**src/design/rfbw_pkg.sv**
```systemverilog
`default_nettype none
package rfbw_pkg;

	localparam int DEPTH_DEF     = 64;
	localparam int WORD_BITS_DEF = 32;

	localparam int COUNT_W = 6;
	localparam int VALUE_W = 32;
	localparam int WM_W    = 7;
	localparam int ADDR_W  = 3;
	localparam int DATA_W  = 32;

	localparam logic [WM_W-1:0] WM_RESET = 7'd64;

	typedef enum logic {
		CMD_ENQ = 1'b0,
		CMD_DEQ = 1'b1
	} cmd_t;

	typedef enum logic [1:0] {
		ST_OK        = 2'd0,
		ST_QUOTA     = 2'd1,
		ST_NOROOM    = 2'd2,
		ST_NOTENOUGH = 2'd3
	} status_t;

	typedef enum logic {
		REG_WM = 1'b0
	} reg_idx_t;

	typedef enum logic {
		S_IDLE = 1'b0,
		S_DEQ  = 1'b1
	} fsm_t;

	typedef struct packed {
		status_t              status;
		logic [VALUE_W-1:0]   value;
		logic                 last;
		logic                 full;
		logic                 empty;
	} result_t;

endpackage
`default_nettype wire

```
**src/design/rfbw_if.sv**
```systemverilog
`default_nettype none
interface rfbw_in_if;
	import rfbw_pkg::*;
	logic               valid;
	logic               ready;
	cmd_t               cmd;
	logic [COUNT_W-1:0] count;
	logic [VALUE_W-1:0] value;
	modport source(output valid, cmd, count, value, input ready);
	modport sink(input valid, cmd, count, value, output ready);
endinterface

interface rfbw_out_if;
	import rfbw_pkg::*;
	logic               valid;
	logic               ready;
	status_t            status;
	logic [VALUE_W-1:0] out_value;
	logic               last;
	logic               full_res;
	logic               empty_res;
	modport source(output valid, status, out_value, last, full_res, empty_res, input ready);
	modport sink(input valid, status, out_value, last, full_res, empty_res, output ready);
endinterface
`default_nettype wire

```
**src/design/ring_fifo_burst_watermark.sv**
```systemverilog
// channel   dir  handshake      words
// in_ch     in   valid/ready    cmd, count, value
// out_ch    out  valid/ready    status, out_value, last, full_res, empty_res
// apb       in   psel/penable   watermark at byte address 0
//
// Enqueue items: one a cycle while ready; word stored on accept if the burst fits.
// Dequeue of n words: one store read a cycle while the result queue has room;
// each word goes via rd_data_s1 to the queue; the next item is taken after the last.
// Reset clears indices, burst state, result queue and watermark (64), not the store.
// A two-entry result queue absorbs out_ch stalls; input is held off while it is
// full, during a dequeue burst and while its last word waits in rd_data_s1.
`default_nettype none
module ring_fifo_burst_watermark #(
	parameter int DEPTH     = rfbw_pkg::DEPTH_DEF,
	parameter int WORD_BITS = rfbw_pkg::WORD_BITS_DEF
) (
	input  wire logic                        clk,
	input  wire logic                        arst_n,
	input  wire logic                        psel,
	input  wire logic                        penable,
	input  wire logic                        pwrite,
	input  wire logic [rfbw_pkg::ADDR_W-1:0] paddr,
	input  wire logic [rfbw_pkg::DATA_W-1:0] pwdata,
	output logic      [rfbw_pkg::DATA_W-1:0] prdata,
	output logic                             pready,
	rfbw_in_if.sink                          in_ch,
	rfbw_out_if.source                       out_ch
);
	import rfbw_pkg::*;

	localparam int AW = $clog2(DEPTH);
	localparam int CW = (AW > WM_W ? AW : WM_W) + 2;
	localparam logic [AW-1:0] LAST_IDX = AW'(DEPTH - 1);

	logic [WORD_BITS-1:0] mem [DEPTH];
	logic [WORD_BITS-1:0] rd_data_s1;
	logic                 pend_s1;
	logic                 last_s1;

	logic [WM_W-1:0]    wm_q;
	logic [AW-1:0]      wi_q, ri_q;
	logic [COUNT_W-1:0] burst_left_q;
	logic               burst_acc_q, burst_quota_q;
	fsm_t               state_q, state_d;
	logic [COUNT_W-1:0] deq_left_q;
	logic               deq_full_q, deq_empty_q;

	result_t    oq_q [2];
	logic       oq_head_q, oq_tail_q;
	logic [1:0] oq_cnt_q;

	logic [AW-1:0]      occ;
	logic [AW:0]        occ_w;
	logic [CW-1:0]      free_c;
	logic [COUNT_W-1:0] cnt_eff, left_new;
	logic               enq_start, acc_cur, quota_cur, enq_done;
	logic [AW-1:0]      occ_enq;
	logic               in_acc, is_enq, is_deq, pop, issue, room;
	logic               deq_ok, deq_go;
	logic [AW-1:0]      occ_deq;
	logic [2:0]         oq_need;
	logic               push;
	result_t            push_data, acc_res;

	// apb
	assign pready = 1'b1;
	always_comb begin
		prdata = '0;
		if (paddr[2] == REG_WM)
			prdata = DATA_W'(wm_q);
	end

	always_ff @(posedge clk or negedge arst_n) begin
		if (!arst_n) begin
			wm_q <= WM_RESET;
		end else if (psel && penable && pwrite && pready && paddr[2] == REG_WM) begin
			wm_q <= pwdata[WM_W-1:0];
		end
	end

	// occupancy
	always_comb begin
		if (wi_q >= ri_q)
			occ_w = (AW+1)'(wi_q) - (AW+1)'(ri_q);
		else
			occ_w = (AW+1)'(wi_q) + (AW+1)'(DEPTH) - (AW+1)'(ri_q);
		occ    = occ_w[AW-1:0];
		free_c = CW'(DEPTH - 1) - CW'(occ);
	end

	// enqueue decision
	always_comb begin
		enq_start = (burst_left_q == '0);
		cnt_eff   = (in_ch.count == '0) ? COUNT_W'(1) : in_ch.count;
		if (enq_start) begin
			acc_cur   = CW'(cnt_eff) <= free_c;
			quota_cur = (CW'(occ) + CW'(cnt_eff) + CW'(1)) > CW'(wm_q);
			left_new  = cnt_eff - COUNT_W'(1);
		end else begin
			acc_cur   = burst_acc_q;
			quota_cur = burst_quota_q;
			left_new  = burst_left_q - COUNT_W'(1);
		end
		enq_done = (left_new == '0);
		occ_enq  = occ + AW'(acc_cur);
	end

	// dequeue decision
	always_comb begin
		deq_ok  = (in_ch.count != '0) && (CW'(in_ch.count) <= CW'(occ));
		occ_deq = occ - AW'(in_ch.count);
	end

	// result queue
	assign pop          = out_ch.valid && out_ch.ready;
	assign out_ch.valid = (oq_cnt_q != 2'd0);
	always_comb begin
		out_ch.status    = oq_q[oq_head_q].status;
		out_ch.out_value = oq_q[oq_head_q].value;
		out_ch.last      = oq_q[oq_head_q].last;
		out_ch.full_res  = oq_q[oq_head_q].full;
		out_ch.empty_res = oq_q[oq_head_q].empty;
	end
	assign oq_need = 3'(oq_cnt_q) + 3'(pend_s1) - 3'(pop);
	assign room    = (oq_need < 3'd2);

	// fsm: next state
	always_comb begin
		state_d = state_q;
		case (state_q)
			S_IDLE:  if (deq_go) state_d = S_DEQ;
			S_DEQ:   if (issue && deq_left_q == COUNT_W'(1)) state_d = S_IDLE;
			default: state_d = S_IDLE;
		endcase
	end

	// fsm: outputs
	always_comb begin
		in_ch.ready = 1'b0;
		issue       = 1'b0;
		case (state_q)
			S_IDLE:  in_ch.ready = !pend_s1 && room;
			S_DEQ:   issue = room;
			default: ;
		endcase
	end

	assign in_acc = in_ch.valid && in_ch.ready;
	assign is_enq = in_acc && in_ch.cmd == CMD_ENQ;
	assign is_deq = in_acc && in_ch.cmd == CMD_DEQ;
	assign deq_go = is_deq && deq_ok;

	always_comb begin
		acc_res = '{status: ST_OK, value: '0, last: 1'b1,
			full: (occ == LAST_IDX), empty: (occ == '0)};
		if (in_ch.cmd == CMD_ENQ) begin
			acc_res.status = !acc_cur ? ST_NOROOM : (quota_cur ? ST_QUOTA : ST_OK);
			acc_res.full   = (occ_enq == LAST_IDX);
			acc_res.empty  = (occ_enq == '0);
		end else if (in_ch.count != '0) begin
			acc_res.status = ST_NOTENOUGH;
		end
		if (pend_s1) begin
			push_data = '{status: ST_OK, value: VALUE_W'(rd_data_s1), last: last_s1,
				full: deq_full_q, empty: deq_empty_q};
		end else begin
			push_data = acc_res;
		end
		push = pend_s1 || (is_enq && enq_done) || (is_deq && !deq_ok);
	end

	always_ff @(posedge clk) begin
		if (push)
			oq_q[oq_tail_q] <= push_data;
	end

	// store
	always_ff @(posedge clk) begin
		if (is_enq && acc_cur)
			mem[wi_q] <= WORD_BITS'(in_ch.value);
	end

	always_ff @(posedge clk) begin
		if (issue)
			rd_data_s1 <= mem[ri_q];
	end

	always_ff @(posedge clk or negedge arst_n) begin
		if (!arst_n) begin
			state_q       <= S_IDLE;
			wi_q          <= '0;
			ri_q          <= '0;
			burst_left_q  <= '0;
			burst_acc_q   <= 1'b0;
			burst_quota_q <= 1'b0;
			deq_left_q    <= '0;
			deq_full_q    <= 1'b0;
			deq_empty_q   <= 1'b0;
			pend_s1       <= 1'b0;
			last_s1       <= 1'b0;
			oq_head_q     <= 1'b0;
			oq_tail_q     <= 1'b0;
			oq_cnt_q      <= 2'd0;
		end else begin
			state_q <= state_d;
			pend_s1 <= issue;
			if (issue) begin
				last_s1    <= (deq_left_q == COUNT_W'(1));
				deq_left_q <= deq_left_q - COUNT_W'(1);
				ri_q       <= (ri_q == LAST_IDX) ? '0 : ri_q + AW'(1);
			end
			if (is_enq) begin
				burst_left_q  <= left_new;
				burst_acc_q   <= enq_done ? 1'b0 : acc_cur;
				burst_quota_q <= enq_done ? 1'b0 : quota_cur;
				if (acc_cur)
					wi_q <= (wi_q == LAST_IDX) ? '0 : wi_q + AW'(1);
			end
			if (deq_go) begin
				deq_left_q  <= in_ch.count;
				deq_full_q  <= (occ_deq == LAST_IDX);
				deq_empty_q <= (occ_deq == '0);
			end
			if (push)
				oq_tail_q <= ~oq_tail_q;
			if (pop)
				oq_head_q <= ~oq_head_q;
			oq_cnt_q <= oq_cnt_q + 2'(push) - 2'(pop);
		end
	end

endmodule
`default_nettype wire

```
**src/flat_wrapper.sv**
```systemverilog
// flat-port wrapper written by rule: the top's interface ports become plain ports
module ring_fifo_burst_watermark_flat import rfbw_pkg::*;
#(
	parameter int DEPTH     = rfbw_pkg::DEPTH_DEF,
	parameter int WORD_BITS = rfbw_pkg::WORD_BITS_DEF
)
  (clk, arst_n, psel, penable, pwrite, paddr, pwdata, prdata, pready, in_ch_valid, in_ch_cmd, in_ch_count, in_ch_value, in_ch_ready, out_ch_valid, out_ch_status, out_ch_out_value, out_ch_last, out_ch_full_res, out_ch_empty_res, out_ch_ready);
  rfbw_in_if in_ch_i ();
  rfbw_out_if out_ch_i ();
  input  wire logic clk;
  input  wire logic arst_n;
  input  wire logic psel;
  input  wire logic penable;
  input  wire logic pwrite;
  input  wire logic [rfbw_pkg::ADDR_W-1:0] paddr;
  input  wire logic [rfbw_pkg::DATA_W-1:0] pwdata;
  output logic      [rfbw_pkg::DATA_W-1:0] prdata;
  output logic pready;
  input wire logic [$bits(in_ch_i.valid)-1:0] in_ch_valid;
  input wire logic [$bits(in_ch_i.cmd)-1:0] in_ch_cmd;
  input wire logic [$bits(in_ch_i.count)-1:0] in_ch_count;
  input wire logic [$bits(in_ch_i.value)-1:0] in_ch_value;
  output wire logic [$bits(in_ch_i.ready)-1:0] in_ch_ready;
  output wire logic [$bits(out_ch_i.valid)-1:0] out_ch_valid;
  output wire logic [$bits(out_ch_i.status)-1:0] out_ch_status;
  output wire logic [$bits(out_ch_i.out_value)-1:0] out_ch_out_value;
  output wire logic [$bits(out_ch_i.last)-1:0] out_ch_last;
  output wire logic [$bits(out_ch_i.full_res)-1:0] out_ch_full_res;
  output wire logic [$bits(out_ch_i.empty_res)-1:0] out_ch_empty_res;
  input wire logic [$bits(out_ch_i.ready)-1:0] out_ch_ready;
  assign in_ch_i.valid = in_ch_valid;
  assign in_ch_i.cmd = in_ch_cmd;
  assign in_ch_i.count = in_ch_count;
  assign in_ch_i.value = in_ch_value;
  assign in_ch_ready = in_ch_i.ready;
  assign out_ch_valid = out_ch_i.valid;
  assign out_ch_status = out_ch_i.status;
  assign out_ch_out_value = out_ch_i.out_value;
  assign out_ch_last = out_ch_i.last;
  assign out_ch_full_res = out_ch_i.full_res;
  assign out_ch_empty_res = out_ch_i.empty_res;
  assign out_ch_i.ready = out_ch_ready;
  ring_fifo_burst_watermark #(.DEPTH(DEPTH), .WORD_BITS(WORD_BITS)) u_core (.clk(clk), .arst_n(arst_n), .psel(psel), .penable(penable), .pwrite(pwrite), .paddr(paddr), .pwdata(pwdata), .prdata(prdata), .pready(pready), .in_ch(in_ch_i), .out_ch(out_ch_i));
endmodule
```
**config.mk**
```make
export PLATFORM = sky130hd
export DESIGN_NAME = ring_fifo_burst_watermark_flat
export DESIGN_NICKNAME = d
export VERILOG_FILES = /design/src/design/rfbw_pkg.sv /design/src/design/rfbw_if.sv /design/src/design/ring_fifo_burst_watermark.sv /design/src/flat_wrapper.sv
export SDC_FILE = /design/constraint.sdc
export NUM_CORES = 2
export LEC_CHECK = 0
export ABC_AREA = 1
export BUFFER_PORTS_ARGS = -buffer_cell sky130_fd_sc_hd__buf_4
export CAP_MARGIN = 20
export CORE_MARGIN = 3
export CORE_UTILIZATION = 60
export DETAILED_ROUTE_END_ITERATION = 8
export PLACE_DENSITY = 0.78
export SYNTH_ARGS = -nofsm -noshare
export SYNTH_HDL_FRONTEND = slang
export SYNTH_SLANG_ARGS = --single-unit
```
**constraint.sdc**
```tcl
create_clock -name clk -period 5.5 [get_ports clk]
set_input_delay 0.55 -clock clk [delete_from_list [all_inputs] [get_ports clk]]
set_output_delay 0.55 -clock clk [all_outputs]
set_load 0.01 [all_outputs]
```
==> results.sh <==
export IMPL_status="complete, no violations"
export IMPL_total_power_uw=50360
export IMPL_hold_viol=0
export IMPL_rsz0062_at_grt="false"
export IMPL_crit_fanout=21
export IMPL_yosys_register_bits=2196
export IMPL_rows=139
export IMPL_port_buffers=99
export IMPL_hold_path_depth=3
export IMPL_area_growth_pct=11.09
export IMPL_layout_common_cells="2154 x edfxtp_1, 1172 x nor2_1, 1055 x o21ai_0"
export IMPL_clock_sinks=2196
export IMPL_pwr_share_seq_pct=38.3
export IMPL_synth_ff_type="edfxtp_1"
export IMPL_initial_utilization_pct=60.66
export IMPL_min_path_type="input pin to register"
export IMPL_wl_mm=232.4
export IMPL_track_usage_pct=30.43
export IMPL_cts_tree="built"
export IMPL_fmax_mhz=191.5
export IMPL_final_nets=6816
export IMPL_clock_path_buffers=3
export IMPL_vias=56974
export IMPL_drt_iter0_markers=8829
export IMPL_gp_congestion=0.8991
export IMPL_timing_rr_start="u_core.wi_q[0]$_DFFE_PN0P_"
export IMPL_p_leak_uw=0.03169
export IMPL_arrival_ns=5.73
export IMPL_period_minus_slack_ns=5.222
export IMPL_min_to="u_core.oq_head_q$_DFFE_PN0P_"
export IMPL_path_class="register to register"
export IMPL_root_buffer="clkbuf_16"
export IMPL_fin_tns_setup_ns=0
export IMPL_r2r_cells=24
export IMPL_p_switching_uw=19050
export IMPL_h_tree_depth=4
export IMPL_synth_cells=6678
export IMPL_fin_crit_sh_pct=94.95
export IMPL_place_ws_ns=0.2943
export IMPL_endpoint_kind="register"
export IMPL_power_internal_uw=31300
export IMPL_cp_start_kind="register"
export IMPL_grt_overflow=0
export IMPL_firstDrtPassIters=9
export IMPL_grt_pass1_wl_mm=342.1
export IMPL_antenna_found_initial=5
export IMPL_dp_hpwl_mm=127.4
export IMPL_vdd_ir_drop_worst_mv=0.6035
export IMPL_drcViolationCount=0
export IMPL_die_h_um=387.8
export IMPL_die_area_mm2=0.1504
export IMPL_n_antenna_cell=0
export IMPL_cts_made_buffers=206
export IMPL_drive_above_1_share_pct=9.214
export IMPL_pin_count=153
export IMPL_skew_ns=0.03411
export IMPL_fillers=9360
export IMPL_synth_edff_count=2154
export IMPL_antenna_left=0
export IMPL_clk_latency_ns=0.84
export IMPL_clk_pin_slew_ns=0.06
export IMPL_viasPerCell=6.502
export IMPL_synth_seq_area_share_pct=75.16
export IMPL_die_x_um=387.8
export IMPL_core_area_mm2=0.1442
export IMPL_power_density_mw_per_mm2=518.3
export IMPL_grt_pass1_vias=54370
export IMPL_synth_cell_types=46
export IMPL_syn_area_mm2=0.08746
export IMPL_swShare_pct=37.84
export IMPL_required_ns=6.01
export IMPL_drv_slew=0
export IMPL_relSlewSlack_pct=12.97
export IMPL_setup_slack_ns=0.2778
export IMPL_setup_viol=0
export IMPL_power_frac_comb_pct=34.9
export IMPL_ys_warn_count=0
export IMPL_tightest_slew_ns=1.305
export IMPL_max_cap_viol_count=0
export IMPL_pwr_share_clk_pct=26.8
export IMPL_async_flop_share_pct=1.913
export IMPL_syn_area_per_cell_um2=13.10
export IMPL_multi_input_area_mm2=0.01965
export IMPL_final_common_cell="edfxtp_1"
export IMPL_final_seq_area_mm2=0.06575
export IMPL_timing_rr_end="u_core.mem[42][31]$_DFFE_PP_"
export IMPL_routedWlPerCell_um=26.52
export IMPL_rrSetupSlack_ns=0.28
export IMPL_min_from="out_ch_ready"
export IMPL_grt_max_degree=259
timing repair:
item | 4_1_cts | 5_1_grt
setup buffers | 0 | 12
hold buffers | 11 | 0
gates resized for setup | 0 | 1
endpoints found under the setup margin | 0 | 133
endpoints found under the hold margin | 51 | 0
worst max-delay path by stage:
stage | from | endpoint | slack [ns]
2_1_floorplan | u_core.ri_q[1]$_DFFE_PN0P_ | u_core.mem[14][0]$_DFFE_PP_ | 0.50
3_3_place_gp | u_core.wi_q[0]$_DFFE_PN0P_ | u_core.mem[1][17]$_DFFE_PP_ | 0.25
3_5_place_dp | u_core.wi_q[0]$_DFFE_PN0P_ | u_core.mem[1][17]$_DFFE_PP_ | 0.29
4_1_cts | u_core.wi_q[0]$_DFFE_PN0P_ | u_core.mem[1][27]$_DFFE_PP_ | 0.27
5_1_grt | u_core.wi_q[0]$_DFFE_PN0P_ | u_core.mem[42][31]$_DFFE_PP_ | 0.02
6_report | u_core.wi_q[0]$_DFFE_PN0P_ | u_core.mem[42][31]$_DFFE_PP_ | 0.28
through the flow:
stage	cells	cell area (um2)	util [%]	hold slack (ns)
2_1_floorplan	6702	87550	-	0.2544
3_3_place_gp	8364	90550	62.81	0.4591
3_5_place_dp	8366	90600	62.84	0.4666
4_1_cts	8750	97050	67.31	0.001463
5_1_grt	8762	97160	67.39	0.05535
6_report	8762	97160	67.39	0.05415
cell families after synthesis:
group,share of synthesized area (%)
DFF,75.16
and+or+nand+nor,9.527
AOI/OAI and AO/OA,11.36
buffers and inverters,3.059
adders and majority gates,0.6209
xor gates and xnor gates,0.2604
other,0.008587
routing by layer:
| metal | vias up | wire, um | GRT usage, % |
|---|---|---|---|
| li1 | 24700 | - | - |
| met1 | 27634 | 82900 | 41.37 |
| met2 | 3982 | 107600 | 46.63 |
| met3 | 652 | 28530 | 6.471 |
| met4 | 6 | 13320 | 16.34 |
| met5 | - | 40 | 0 |
worst max-delay path: stages (launching register included):
cell and delay [ns]:
dfrtp_1 0.42, inv_1 0.22, ha_1 0.21, inv_1 0.08, fa_1 0.41, nand2_1 0.08
nand2_1 0.05, a21oi_1 0.19, inv_1 0.09, nand2_1 0.06, nand2_1 0.21, ha_1 0.43
a21oi_1 0.23, nand2_1 0.08, nand2_1 0.06, nand3_1 0.07, nand2_1 0.08, nand2_2 0.09
inv_2 0.09, nand2_2 0.13, nor2_4 0.18, nand3_2 0.39, buf_4 0.36, nor2_4 0.40
buf_12 0.26
power groups by stage:
stage,clock (uW),combinational (uW),sequential [uW]
2_1_floorplan,0,11100,19400
3_3_place_gp,0,16500,19600
3_5_place_dp,0,17000,19600
4_1_cts,13600,17200,19200
5_1_grt,14200,19000,19300
6_report,13500,17600,19300
cell type report:
cell class	count	share of cell area [%]
Multi-Input combinational cell	3909	20.22
Tap cell	1903	2.451
Timing Repair Buffer	260	2.625
Clock buffer	251	5.611
Sequential cell	2196	67.67
Clock inverter	122	0.9143
Inverter	121	0.5048
flip-flops by register name (all words and copies together) (netlist names):
signal and flops:
u_core.pend_s1 1, u_core.deq_empty_q 1, u_core.burst_quota_q 1, u_core.burst_left_q 6, u_core.deq_left_q 6, u_core.state_q 1, u_core.oq_tail_q 1, u_core.wm_q 7
u_core.oq_head_q 1, u_core.oq_cnt_q 2, u_core.deq_full_q 1, u_core.last_s1 1, u_core.ri_q 6, u_core.burst_acc_q 1, u_core.wi_q 6, u_core.oq_q 74
u_core.mem 2048, u_core.rd_data_s1 32
cells in the mapped netlist (all sizes together) (3+ instances only):
library cell / instances / area, um2
a21oi: 112 / 564.3
a31oi: 4 / 25.02
buf: 198 / 1175
clkbuf: 278 / 1044
dfrtp: 41 / 1026
edfxtp: 2154 / 64680
fa: 4 / 80.08
ha: 37 / 462.9
inv: 119 / 449.2
nand2: 496 / 1869
nand3: 296 / 1521
nand3b: 5 / 37.54
nand4: 14 / 87.58
nor2: 1246 / 4712
nor3: 4 / 25.02
nor3b: 3 / 22.52
o211ai: 133 / 998.5
o21ai: 1067 / 5340
o21bai: 4 / 33.78
o221ai: 129 / 1130
o22ai: 291 / 1821
or2: 6 / 37.54
xnor2: 12 / 105.1
xor2: 14 / 122.6
No activity file was read; power rests on OpenSTA's default activity.
